File: config.mk
export PLATFORM = sky130hd
export DESIGN_NAME = mft_ram
export DESIGN_NICKNAME = d
export VERILOG_FILES = /design/src/rtl/mft_ram.sv
export SDC_FILE = /design/constraint.sdc
export NUM_CORES = 1
export LEC_CHECK = 0
export BUFFER_PORTS_ARGS = -buffer_cell sky130_fd_sc_hd__buf_2
export CORE_ASPECT_RATIO = 0.6
export CORE_UTILIZATION = 25
export CTS_BUF_LIST = sky130_fd_sc_hd__clkbuf_16
export CTS_CLUSTER_SIZE = 40
export DETAILED_ROUTE_END_ITERATION = 10
export GPL_TIMING_DRIVEN = 0
export HOLD_SLACK_MARGIN = 0.08
export PLACE_DENSITY = 0.5
export SLEW_MARGIN = 20
export SYNTH_ARGS = -nofsm -noshare
export SYNTH_HDL_FRONTEND = slang
export SYNTH_SLANG_ARGS = --single-unit
File: constraint.sdc
create_clock -name clk -period 2.26 [get_ports clk]
set_input_delay 0.565 -clock clk [delete_from_list [all_inputs] [get_ports clk]]
set_output_delay 0.565 -clock clk [all_outputs]
set_load 0.02 [all_outputs]
File: src/rtl/mft_ram.sv
// ---------------------------------------------------------------------------
// mft_ram: generic single-port-write, single-port-read RAM
// One write and one registered read per cycle.
// ---------------------------------------------------------------------------
`default_nettype none

module mft_ram #(
    parameter int unsigned WIDTH = 8,
    parameter int unsigned DEPTH = 64
) (
    input  wire logic                     clk,
    input  wire logic                     wr_en,
    input  wire logic [$clog2(DEPTH)-1:0] wr_addr,
    input  wire logic [WIDTH-1:0]         wr_data,
    input  wire logic [$clog2(DEPTH)-1:0] rd_addr,
    output logic      [WIDTH-1:0]         rd_data
);

    logic [WIDTH-1:0] mem [DEPTH];

    // Write port and registered read port.
    always_ff @(posedge clk)
    begin
        if (wr_en)
        begin
            mem[wr_addr] <= wr_data;
        end
        rd_data <= mem[rd_addr];
    end

endmodule

`default_nettype wire

======== Word-level counts from Yosys, hierarchy flattened ========
Memories as Yosys holds them, arrays and structs flattened. A register that Yosys moved wholly into a read port is not among the register bits.
Cells that the tools add are included.
storage, ports and cells
  flip-flop bits (word level) ............. 0
  RAM bits ................................ 512
  input bits .............................. 22
  output and inout bits ................... 8
  word-level logic and storage cells ...... 3
  memories ................................ 1
memory list
  memory  depth  width  read ports  clocked after memory_dff  write ports  line  source
  mem     64     8      1           1                         1            19    logic [WIDTH-1:0] mem [DEPTH];
cells by class
  muxes and demuxes ....................... 2
operator list
  kind    count
  $mux 1  2

======== Longest topological paths before layout ========
  word-level depth ........................ 2
  mapped depth ............................ 9

======== Worst setup path before layout ========
Ideal clock, no wire load.
  path kind ............................... in2reg
  start point ............................. input port rd_addr[1]
  end point ............................... register rd_data[3] (read register of mem)
  library setup time ...................... 0.128 ns
  arrival time ............................ 2.105 ns
  slack ................................... 0.027 ns
  stages .................................. 7
  cells stage by stage .................... buf_4 > buf_2 > buf_2 > mux4_2 > mux4_2 > o21ai_1 > o41ai_1
RTL lines
  element          line  source
  start, declared  15    input wire logic [$clog2(DEPTH)-1:0] rd_addr,
  end, declared    16    output logic [WIDTH-1:0] rd_data

======== Worst setup path after layout ========
  start point ............................. input port wr_addr[1]
  end point ............................... memory mem[35][1] (enable)
RTL lines
  element          line  source
  start, declared  13    input wire logic [$clog2(DEPTH)-1:0] wr_addr,
  end, declared    19
Straight into the memory's write port.

==> reports/results.txt <==
Ys flop type: edfxtp_1
GRT overflow: 0
Sw frac: 21.7%
Hold Vio Cnt, Final: 0
Max-Cap Viols: 0
Initial DRC Count: 1376
CP Data Arrival Time: 2.61 ns
Clk root buf: clkbuf_16
P_int: 15.5 mW
Synthesized cell area: 20200 sq um
Reg power frac: 53.9%
Area of the core: 79700 sq um
Vias in the first global route: 9855
Syn-to-layout area delta: 16.9%
Sequential element share of the synthesized area: 77.0%
TritonCTS buffer count: 45
IO Count: 30
PnR worst setup slack: -0.159 ns
Synth warn: 0
Wire per inst: 25.9 um
Die H: 222 um
Mean post-synth cell area: 21.5 sq um
Failing checks: negative setup slack
Cts hold-fix bufs: 0
Crit path largest cell delay: 0.91 ns
P_sw: 4.31 mW
Leakage Power: 7.07 nW
Vias per Instance: 4.78
Part of the power in the clock network: 39.8%
Worst slew pin tran: 0.969 ns
Worst IR Drop VDD: 0.456 mV
Die area: 81800 sq um
CTS Buffer Depth: 3
Final setup vio count: 76
Slew margin rel.: 35.1%
Status: complete, but fails checks
Drc violations: 0
Pre-CTS setup slack: -1.50 ns
Cell with the largest stage delay on the worst path: nor2_1
Most area-consuming cells after synthesis: edfxtp_1, mux4_2, nor2_1
Reg2reg setup slack: 0.12 ns
Syn nets: 962
Clk_skew: 0.0230 ns
Max frequency: 413 MHz
Largest area contributor in the netlist: edfxtp_1
DP Area: 21600 sq um
Worst hold path class: in -> reg
Layout cells sized above 1: 32.2%
RSZ-0062 raised after global routing: yes
Fin crit share: 107%
Clock sinks: 520
DP HPWL: 36700 um
Initial Utilization: 25.3%
Pin count of the biggest net entering global routing: 65
Crit Path Class: in -> reg
Critical Path, Cell by Cell: clkbuf_1, nor2b_1, nand3_1, nor2_1
Yosys top cell area share: 76.2%
Top post-synthesis cells by count: edfxtp_1, mux4_2, nor2_1
FP Rows: 80
Total power: 19.8 mW
First-pass GRT wire length: 77200 um
Mapped Cells: 940
Ant diodes: 0
Clk_lat worst skew: 0.58 ns
Final nets: 1031
Most numerous cell in the Yosys netlist: edfxtp_1
Buf+Inv Stages, Crit Path: 1
Data required, critical path: 2.45 ns
Final WL: 54800 um
Initial antenna violation count: 6
Clock slew seen by the registers of the worst setup and hold paths: 0.07 ns
Crit. End Element: register
Top delay family on crit path: simple AND/OR/NAND/NOR gates
Layout fillers: 7815
Slew Viols, Final: 0
Vias: 10100
EDFF count, synth: 512
CTS tree: done
Minimum clock period: 2.42 ns
Async set-or-reset flop fraction in the synthesized netlist: 0%
Pre-Repair DR Iteration Count: 5
Worst Setup Start Kind: input port
GP Congestion: 0.867
DRT antenna net count: 0
Yosys cell types: 40
Total GRT Usage: 13.4%
Number of port buffers: 21
Comb pwr share: 6.3%
Pwr/cell area: 841 nW/um^2
H-tree depth: 2
Final Cell Area: 23600 sq um
Register bit total from synthesis: 520
Crit-path max FO: 10
Die X: 369 um
-- path summary, 6_finish.rpt --
check | start | to | cells after the start
max | wr_addr[1] | mem[35][1] | 4
min | wr_data[6] | mem[21][6] | 1
max reg2reg | mem[29][4] | rd_data[4] | 5
min reg2reg | mem[22][2] | rd_data[2] | 4
-- through the flow --
step	setup TNS [ns]	util, %	hold WS [ns]	instances
2_1_floorplan	0	-	0.664	940
3_3_place_gp	-228.62	27.1	0.986	2027
3_5_place_dp	-259.49	27.2	0.987	2027
4_1_cts	-5.20	29.4	0.549	2112
5_1_grt	-18.37	29.6	0.567	2111
6_report	-6.02	29.6	0.537	2111
-- sequential cells by signal, indices dropped and copies added (netlist names) --
register  flops
mem         512
rd_data       8
-- layout make-up --
type,instances,area [sq um],area share (%)
Sequential cell,520,15500,65.9
Multi-Input combinational cell,369,4680,19.8
Buffer,50,413,1.75
Tap cell,1066,1330,5.66
Clock buffer,45,1130,4.78
Timing Repair Buffer,23,153,0.647
Clock inverter,38,345,1.46
-- per-layer routing --
metal	track usage (%)	vias to the layer above	routed length, um
met5	0	-	27
met4	2.30	4	778
met3	3.08	65	4630
met2	16.5	427	20700
met1	22.8	5518	28600
li1	-	4067	-
-- layout by cell type (no fill, tap or decap), types with 5 or more instances in the layout --
cell type / count
nor2b_1: 14
clkbuf_16: 45
o22ai_1: 6
nand2b_1: 7
clkinv_1: 13
nand2_1: 18
edfxtp_1: 512
mux2_2: 13
buf_2: 17
clkinv_2: 7
nand3_1: 12
mux2i_1: 17
inv_1: 9
mux4_2: 126
clkbuf_1: 8
buf_4: 21
buf_6: 10
nor2_2: 42
dfxtp_1: 8
o221ai_1: 5
bufinv_16: 7
nor2_1: 39
clkbuf_2: 6
-- logic make-up after synthesis --
logic type | after synthesis | synth area share, %
AND/OR/NAND/NOR | 153 | 3.39
buffers and inverters | 51 | 1.57
multiplexers | 162 | 15.9
flip-flops | 520 | 77.0
AO/OA/AOI/OAI | 54 | 2.07
-- timing repair --
item	in CTS	in global routing
cloned	0	0
pin swaps	4	2
endpoints found under the setup margin	107	279
buffers inserted	2	0
gates resized for setup	67	64
-- power by group through the flow --
stage / logic, mW / clock network (mW) / registers, mW
final: 1.25 / 7.90 / 10.7
after global routing: 1.31 / 8.41 / 10.7
after CTS: 1.23 / 8.02 / 10.7
after detailed placement: 1.15 / 0 / 10.9
after floorplan: 0.569 / 0 / 10.9
after global placement: 1.13 / 0 / 10.9
Note: power is estimated with default switching activity, not from simulation.
